==> src/rtl/udpck_pkg.sv <==
`timescale 1ns / 1ps
// udpck_pkg: transaction types, status and mode codes, and ones' complement helpers
// shared by every module of the udp checksum engine; depends on nothing

package udpck_pkg;

  typedef struct packed {
    logic        kind;
    logic        first_word;
    logic        last_word;
    logic [1:0]  last_bytes;
    logic [31:0] source_address;
    logic [31:0] dest_address;
    logic [15:0] segment_length;
    logic [15:0] data_word;
  } udp_in_t;

  typedef struct packed {
    logic [15:0] checksum_value;
    logic [1:0]  status;
  } udp_out_t;

  typedef enum logic [1:0] {
    ST_OK       = 2'd0,
    ST_LEN_BAD  = 2'd1,
    ST_MISMATCH = 2'd2
  } udpck_status_t;

  typedef enum logic {
    MODE_GEN    = 1'b0,
    MODE_VERIFY = 1'b1
  } udpck_mode_t;

  // one classified word, handed from the front end to the back end
  typedef struct packed {
    logic        first;
    logic        last;
    udpck_mode_t mode;
    logic        len_bad;
    logic        chk_zero;
    logic [15:0] value;
  } udpck_entry_t;

  typedef struct packed {
    logic valid;
    logic full;
  } udpck_qstat_t;

  localparam logic [15:0] UDP_PROTO       = 16'd17;
  localparam logic [15:0] MIN_UDP_LEN     = 16'd8;
  localparam logic [15:0] PAD_MASK        = 16'hFF00;
  localparam logic [15:0] ALL_ONES        = 16'hFFFF;
  localparam logic [1:0]  ONE_BYTE        = 2'd1;
  localparam logic [2:0]  CHECK_WORD_POS  = 3'd3;
  localparam logic [2:0]  POS_SAT         = 3'd4;
  localparam int          QUEUE_DEPTH_DEF = 4;

  // ones' complement add with end-around carry
  function automatic logic [15:0] oc_add(input logic [15:0] a, input logic [15:0] b);
    logic [16:0] s;
    s = {1'b0, a} + {1'b0, b};
    return s[15:0] + {15'd0, s[16]};
  endfunction

  // fold a sum of up to eight 16-bit words back into 16 bits
  function automatic logic [15:0] fold19(input logic [18:0] t);
    logic [16:0] s1;
    s1 = {1'b0, t[15:0]} + {14'd0, t[18:16]};
    return s1[15:0] + {15'd0, s1[16]};
  endfunction

endpackage

==> src/rtl/udpck_front.sv <==
`timescale 1ns / 1ps
// udpck_front: accepts input words, folds the pseudo header on the first word,
// applies padding and checksum word handling; uses udpck_pkg

module udpck_front (
  input  logic                    clk,
  input  logic                    rst,
  input  logic                    accept,
  input  udpck_pkg::udp_in_t      in_data,
  output udpck_pkg::udpck_entry_t entry
);
  import udpck_pkg::*;

  logic [2:0]  pos;
  logic [2:0]  pos_next;
  udpck_mode_t mode;
  udpck_mode_t mode_next;
  logic        len_bad;
  logic        len_bad_next;
  logic        chk_zero;
  logic        chk_zero_next;

  logic [2:0]  pos_eff;
  logic [15:0] word_pad;
  logic [15:0] word_use;
  logic        at_check;
  logic [18:0] ph_total;

  always_comb begin
    pos_eff      = in_data.first_word ? 3'd0 : pos;
    mode_next    = in_data.first_word ? udpck_mode_t'(in_data.kind) : mode;
    len_bad_next = in_data.first_word ? (in_data.segment_length < MIN_UDP_LEN) : len_bad;

    word_pad = (in_data.last_word && in_data.last_bytes == ONE_BYTE) ?
               (in_data.data_word & PAD_MASK) : in_data.data_word;
    at_check = (pos_eff == CHECK_WORD_POS);

    chk_zero_next = in_data.first_word ? 1'b0 : chk_zero;
    word_use      = word_pad;
    if (at_check) begin
      if (mode_next == MODE_GEN) begin
        word_use = '0;
      end else if (word_pad == '0) begin
        chk_zero_next = 1'b1;
      end
    end

    pos_next = (pos_eff == POS_SAT) ? POS_SAT : pos_eff + 3'd1;

    // pseudo header plus the first word, added at once and folded
    ph_total = {3'd0, in_data.source_address[31:16]} + {3'd0, in_data.source_address[15:0]}
             + {3'd0, in_data.dest_address[31:16]} + {3'd0, in_data.dest_address[15:0]}
             + {3'd0, UDP_PROTO} + {3'd0, in_data.segment_length} + {3'd0, word_use};

    entry.first    = in_data.first_word;
    entry.last     = in_data.last_word;
    entry.mode     = mode_next;
    entry.len_bad  = len_bad_next;
    entry.chk_zero = chk_zero_next;
    entry.value    = in_data.first_word ? fold19(ph_total) : word_use;
  end

  always_ff @(posedge clk) begin
    if (rst) begin
      pos      <= '0;
      mode     <= MODE_GEN;
      len_bad  <= 1'b0;
      chk_zero <= 1'b0;
    end else if (accept) begin
      pos      <= pos_next;
      mode     <= mode_next;
      len_bad  <= len_bad_next;
      chk_zero <= chk_zero_next;
    end
  end

endmodule

==> src/rtl/udpck_queue.sv <==
`timescale 1ns / 1ps
// udpck_queue: small register fifo of classified words between front and back end
// uses udpck_pkg

module udpck_queue #(
  parameter int DEPTH = udpck_pkg::QUEUE_DEPTH_DEF
) (
  input  logic                    clk,
  input  logic                    rst,
  input  logic                    push,
  input  udpck_pkg::udpck_entry_t push_entry,
  input  logic                    pop,
  output udpck_pkg::udpck_entry_t head,
  output udpck_pkg::udpck_qstat_t stat
);
  import udpck_pkg::*;

  localparam int AW = (DEPTH > 1) ? $clog2(DEPTH) : 1;
  localparam int CW = $clog2(DEPTH + 1);

  udpck_entry_t slots [DEPTH];
  logic [AW-1:0] wr_ptr;
  logic [AW-1:0] rd_ptr;
  logic [CW-1:0] count;
  logic [CW-1:0] count_next;

  always_comb begin
    case ({push, pop})
      2'b10:   count_next = count + 1'b1;
      2'b01:   count_next = count - 1'b1;
      default: count_next = count;
    endcase
  end

  always_ff @(posedge clk) begin
    if (rst) begin
      wr_ptr <= '0;
      rd_ptr <= '0;
      count  <= '0;
    end else begin
      if (push) begin
        wr_ptr <= (wr_ptr == AW'(DEPTH - 1)) ? '0 : wr_ptr + 1'b1;
      end
      if (pop) begin
        rd_ptr <= (rd_ptr == AW'(DEPTH - 1)) ? '0 : rd_ptr + 1'b1;
      end
      count <= count_next;
    end
  end

  always_ff @(posedge clk) begin
    if (push) begin
      slots[wr_ptr] <= push_entry;
    end
  end

  assign head       = slots[rd_ptr];
  assign stat.valid = (count != '0);
  assign stat.full  = (count == CW'(DEPTH));

endmodule

==> src/rtl/udpck_back.sv <==
`timescale 1ns / 1ps
// udpck_back: accumulates classified words and builds the result transaction
// in an output register; uses udpck_pkg

module udpck_back (
  input  logic                    clk,
  input  logic                    rst,
  input  logic                    head_valid,
  input  udpck_pkg::udpck_entry_t head,
  output logic                    pop,
  output logic                    out_valid,
  input  logic                    out_stall,
  output udpck_pkg::udp_out_t     out_data
);
  import udpck_pkg::*;

  logic [15:0] sum;
  logic [15:0] sum_next;
  logic [15:0] comp;
  logic        can_load;
  udp_out_t    res_next;

  always_comb begin
    can_load = !out_valid || !out_stall;
    pop      = head_valid && (!head.last || can_load);
    sum_next = head.first ? head.value : oc_add(sum, head.value);
    comp     = ~sum_next;

    if (head.len_bad) begin
      res_next.checksum_value = '0;
      res_next.status         = ST_LEN_BAD;
    end else if (head.mode == MODE_GEN) begin
      res_next.checksum_value = (comp == '0) ? ALL_ONES : comp;
      res_next.status         = ST_OK;
    end else begin
      res_next.checksum_value = comp;
      res_next.status         = (head.chk_zero || comp == '0) ? ST_OK : ST_MISMATCH;
    end
  end

  always_ff @(posedge clk) begin
    if (rst) begin
      sum       <= '0;
      out_valid <= 1'b0;
    end else begin
      if (pop) begin
        sum <= sum_next;
      end
      if (pop && head.last) begin
        out_valid <= 1'b1;
      end else if (!out_stall) begin
        out_valid <= 1'b0;
      end
    end
  end

  always_ff @(posedge clk) begin
    if (pop && head.last) begin
      out_data <= res_next;
    end
  end

endmodule

==> src/rtl/udp_checksum_engine.sv <==
`timescale 1ns / 1ps
// udp_checksum_engine: top level, front end, word queue and back end
// depends on udpck_pkg, udpck_front, udpck_queue, udpck_back

// usage
//   input channel: one 16-bit segment word per transaction (in_valid, in_stall,
//   in_data). the first word also carries source and destination address and
//   udp length; kind on the first word picks generate or verify.
//   output channel: one transaction per segment, on its last word (out_valid,
//   out_stall, out_data) with checksum_value and status.
//   throughput: one word per cycle sustained while in_stall is low; the limit
//   is the single 16-bit end-around-carry add in the back end accumulator.
//   path: an accepted last word is written into the queue, popped from its
//   head into the output register, and from there shows on out_valid.
//   stall: the output register holds while out_stall is high; words keep
//   flowing into the queue (QUEUE_DEPTH entries) until it fills, then
//   in_stall rises. in_stall depends only on queue occupancy.
//   reset: synchronous; clears the queue, the accumulator, the latched mode,
//   length flag and word position; no result is pending afterwards.

module udp_checksum_engine #(
  parameter int QUEUE_DEPTH = udpck_pkg::QUEUE_DEPTH_DEF
) (
  input  logic                clk,
  input  logic                rst,
  input  logic                in_valid,
  output logic                in_stall,
  input  udpck_pkg::udp_in_t  in_data,
  output logic                out_valid,
  input  logic                out_stall,
  output udpck_pkg::udp_out_t out_data
);
  import udpck_pkg::*;

  udpck_entry_t front_entry;
  udpck_entry_t head;
  udpck_qstat_t q_stat;
  logic         push;
  logic         pop;

  // input transaction accepted whenever the queue has room
  assign in_stall = q_stat.full;
  assign push     = in_valid && !in_stall;

  // front end: pseudo header fold, padding, checksum word handling
  udpck_front u_front (
    .clk     (clk),
    .rst     (rst),
    .accept  (push),
    .in_data (in_data),
    .entry   (front_entry)
  );

  // decouples the word stream from output back pressure
  udpck_queue #(
    .DEPTH (QUEUE_DEPTH)
  ) u_queue (
    .clk        (clk),
    .rst        (rst),
    .push       (push),
    .push_entry (front_entry),
    .pop        (pop),
    .head       (head),
    .stat       (q_stat)
  );

  // back end: running sum and result register
  udpck_back u_back (
    .clk        (clk),
    .rst        (rst),
    .head_valid (q_stat.valid),
    .head       (head),
    .pop        (pop),
    .out_valid  (out_valid),
    .out_stall  (out_stall),
    .out_data   (out_data)
  );

  // no result is pending right after reset
  a_reset_idle: assert property (@(posedge clk) rst |=> !out_valid)
    else $error("result pending after reset");

  // a new result only ever comes from a last word leaving the queue
  a_result_src: assert property (@(posedge clk) disable iff (rst)
    $rose(out_valid) |-> $past(pop && head.last))
    else $error("result without a last word");

  // the back end never takes from an empty queue
  a_pop_nonempty: assert property (@(posedge clk) disable iff (rst)
    pop |-> q_stat.valid)
    else $error("pop from empty queue");

endmodule
==> config.mk <==
export PLATFORM = sky130hd
export DESIGN_NAME = udp_checksum_engine
export DESIGN_NICKNAME = d
export VERILOG_FILES = /design/src/rtl/udpck_pkg.sv /design/src/rtl/udpck_front.sv /design/src/rtl/udpck_queue.sv /design/src/rtl/udpck_back.sv /design/src/rtl/udp_checksum_engine.sv
export SDC_FILE = /design/constraint.sdc
export NUM_CORES = 1
export LEC_CHECK = 0
export BUFFER_PORTS_ARGS = -buffer_cell sky130_fd_sc_hd__buf_4
export CORE_MARGIN = 2
export CORE_UTILIZATION = 31
export CTS_BUF_LIST = sky130_fd_sc_hd__clkbuf_16
export CTS_CLUSTER_SIZE = 30
export DETAILED_ROUTE_END_ITERATION = 7
export PLACE_DENSITY_LB_ADDON = 0.2
export SYNTH_ARGS = -nofsm -noshare
export SYNTH_HDL_FRONTEND = slang
export SYNTH_HIERARCHICAL = 1
export SYNTH_SLANG_ARGS = --single-unit
==> constraint.sdc <==
create_clock -name clk -period 9.8 [get_ports clk]
set_input_delay 1.47 -clock clk [delete_from_list [all_inputs] [get_ports clk]]
set_output_delay 1.47 -clock clk [all_outputs]
set_load 0.05 [all_outputs]
==> key figures <==
Status
  – Status: finished clean

Synth
  – Largest cells by area after synthesis: edfxtp_1 (29%), fa_1 (12%), ha_1 (7.9%)
  – Mean instance size in the synthesized netlist: 10.4 µm²
  – Cell with the most instances after synthesis: inv_1
  – Number of distinct library cells after synthesis: 96
  – Number of synthesized register bits: 134
  – Most instantiated flip-flop cell in the synthesis netlist: edfxtp_1
  – Compound-Gate Fraction of Synth Area: 0.115
  – Ys async rst share: 0
  – Number of enable flip-flop cells after synthesis: 102
  – Synthesized netlist net count: 1259
  – Sequential share of the synthesized area: 0.349
  – Post-Syn Area: 0.0106 mm²
  – Largest family of logic cells by synthesized area: adder cells
  – Adder-Cell Fraction of Synth Area: 0.203
  – Cell types with the highest counts after synthesis: inv_1 (138), edfxtp_1 (102), nand2_1 (78)
  – Post-synthesis cell type with the largest combined area: edfxtp_1
  – Synthesis warning total: 6
  – Portion of synthesized cell area occupied by the leading cell type: 0.289
  – Simple-gate share of the synthesized area: 0.151
  – Cells after Synth: 1022
  – Multiplexer share of the synthesized area: 0.0626
  – Synth Area in XOR/XNOR: 0.0480

Clock tree
  – Maximum root-to-sink buffer count: 2
  – Clock insertion delay at the later pin of the skew report: 0.42 ns
  – Clock sink count: 134
  – Clock edge transition at the registers on the reported setup and hold paths: 0.07 ns
  – Root buffer cell: clkbuf_16
  – Number of post-CTS setup repair buffers: 0
  – Number of hold buffers added after CTS: 0
  – CTS tree: built
  – Number of instances resized during post-cts repair: 0
  – Number of buffers added by the clock tree synthesis step: 17
  – Count of H-tree levels built during CTS: 4

Detailed routing
  – Final Routed Wirelength: 26.8 mm
  – Remaining antenna violation count after routing: 0
  – Via density per instance: 4.90
  – Number of vias in the routed layout: 7912
  – First-pass iteration count of the detailed router: 5
  – DRC violation count after routing: 0
  – Detailed Route Iter0 Violations: 394
  – Routed len/inst: 16.6 µm

Critical path
  – CP max stage cell: or4_1
  – Worst endpoint data arrival time: 9.41 ns
  – Req. time, crit path: 9.96 ns
  – Startpoint class of the critical path: input port
  – Critical Setup Path Class: input port to flop
  – Max Fanout on Critical Path: 12
  – Max incr delay on CP: 0.49 ns
  – Crit path capture type: flop

Global route
  – Pin count of the biggest net entering global routing: 31
  – Via count of the first global-routing pass: 8028
  – Global-route wire length before repair: 42.7 mm
  – Total Routing Usage GR: 0.154
  – Number of antenna violations at the first check in global routing: 0
  – Overall overflow remaining after global route: 0

STA
  – Minimum clock period after layout: 9.25 ns
  – Worst setup margin: 0.547 ns
  – Final cycle utilization of the critical path: 0.944
  – Final setup skew: 0.0145 ns
  – Transition time of the tightest slew-check pin: 1.02 ns
  – Max-slew violations: 0
  – Maximum clock rate: 108 MHz
  – Setup violation total in the final timing report: 0
  – Worst hold margin: 0.461 ns
  – Number of hold violations in the final report: 0
  – Slew headroom: 0.320

Placement
  – DP Worst Slack: 0.0234 ns
  – Inst Count DP: 1582
  – Global placement routability congestion: 0.883
  – Count of input and output buffers: 124
  – HPWL after DPL: 21.5 mm

Die
  – Number of placement rows: 67
  – CORE AREA: 0.0336 mm²
  – Io pins: 125
  – Die span in x: 189 µm
  – Die Height: 189 µm
  – Effective utilization at floorplan: 0.315
  – Die outline area: 0.0357 mm²

Layout
  – Number of antenna repair diodes: 0
  – Layout net count: 1390
  – Fill cell count: 3343
  – Final cell count without fillers: 1614
  – Area Growth Syn to Fin: 19.4%
  – Fraction of layout cells with a size suffix above 1: 0.208

Job
  – Number of maximum-capacitance constraint violations: 0

Hold path
  – Kind of path behind the tightest hold check: flop to flop
[critical path: cells and delay by family]
family          cells  cell delay [ns]
simple gates       13             2.48
compound gates      8             1.59
buf+inv             4             0.55
fa+ha+maj          10             3.27
[cell type report]
type | instances | area (µm²) | area share
clock inverter | 15 | 159 | 0.0126
inverter | 139 | 522 | 0.0412
multi-input combinational | 712 | 6160 | 0.487
tap | 448 | 561 | 0.0443
timing repair buffer | 149 | 1120 | 0.0884
sequential | 134 | 3700 | 0.293
clock buffer | 17 | 425 | 0.0336
[cells by family (layout without fill, tap and decap cells)]
family                     after synthesis  count (layout)
muxes                                   39              39
xor gates and xnor gates                56              56
and+or+nand+nor                        300             300
adders and majority gates              133             133
buffers and inverters                  176             320
DFF                                    134             134
AOI/OAI and AO/OA                      184             184
[registers in the layout, summed over array words and instances (netlist names), named ones only]
register,flops
u_front/pos,3
u_front/len_bad,1
u_queue/count,3
u_back/out_data,18
u_back/out_valid,1
u_back/sum,16
u_front/mode,1
u_front/chk_zero,1
u_queue/wr_ptr,2
u_queue/rd_ptr,2
u_queue/slots,84
[final timing paths]
| check | startpoint | slack, ns | cells past startpoint | end |
|---|---|---|---|---|
| max | in_data[99] | 0.55 | 35 | u_queue/slots[0][15] |
| min | u_back/sum[8] | 0.46 | 2 | u_back/sum[8] |
| min reg2reg | u_back/sum[8] | 0.46 | 2 | u_back/sum[8] |
| max reg2reg | u_front/pos[0] | 1.36 | 34 | u_queue/slots[0][15] |
[layer usage]
layer | up-vias | part of all wire | global-route usage
met2 | 190 | 0.51 | 0.274
met1 | 3833 | 0.44 | 0.191
met3 | 27 | 0.044 | 0.0315
met4 | 0 | 0.013 | 0.0376
met5 | - | 0 | 0
li1 | 3862 | - | -
[stage by stage]
stage / instance area (µm²) / util / TNS (ns)
after global routing: 12700 / 0.376 / -0.00994
after CTS: 12600 / 0.376 / 0
after detailed placement: 12100 / 0.358 / 0
final: 12700 / 0.376 / 0
after floorplan: 10600 / - / 0
after global placement: 12100 / 0.358 / 0
[cell usage in the layout, fill, tap and decap left out, types with 14 or more instances in the layout]
cell type and n:
o21ai_1 14, inv_1 138, nor3_1 16, fa_1 65, nor2_1 67, dfxtp_1 32
a21oi_1 54, nand3_1 26, edfxtp_1 102, clkbuf_16 17, buf_4 149, ha_1 67
nand2_1 78, mux4_2 20, and3_1 14, xor2_1 17, o21ai_0 33, xnor2_1 38
Power is left out: the tool's default activity adds up to more than one toggle a clock period on the data nets, which glitch-free logic cannot reach.
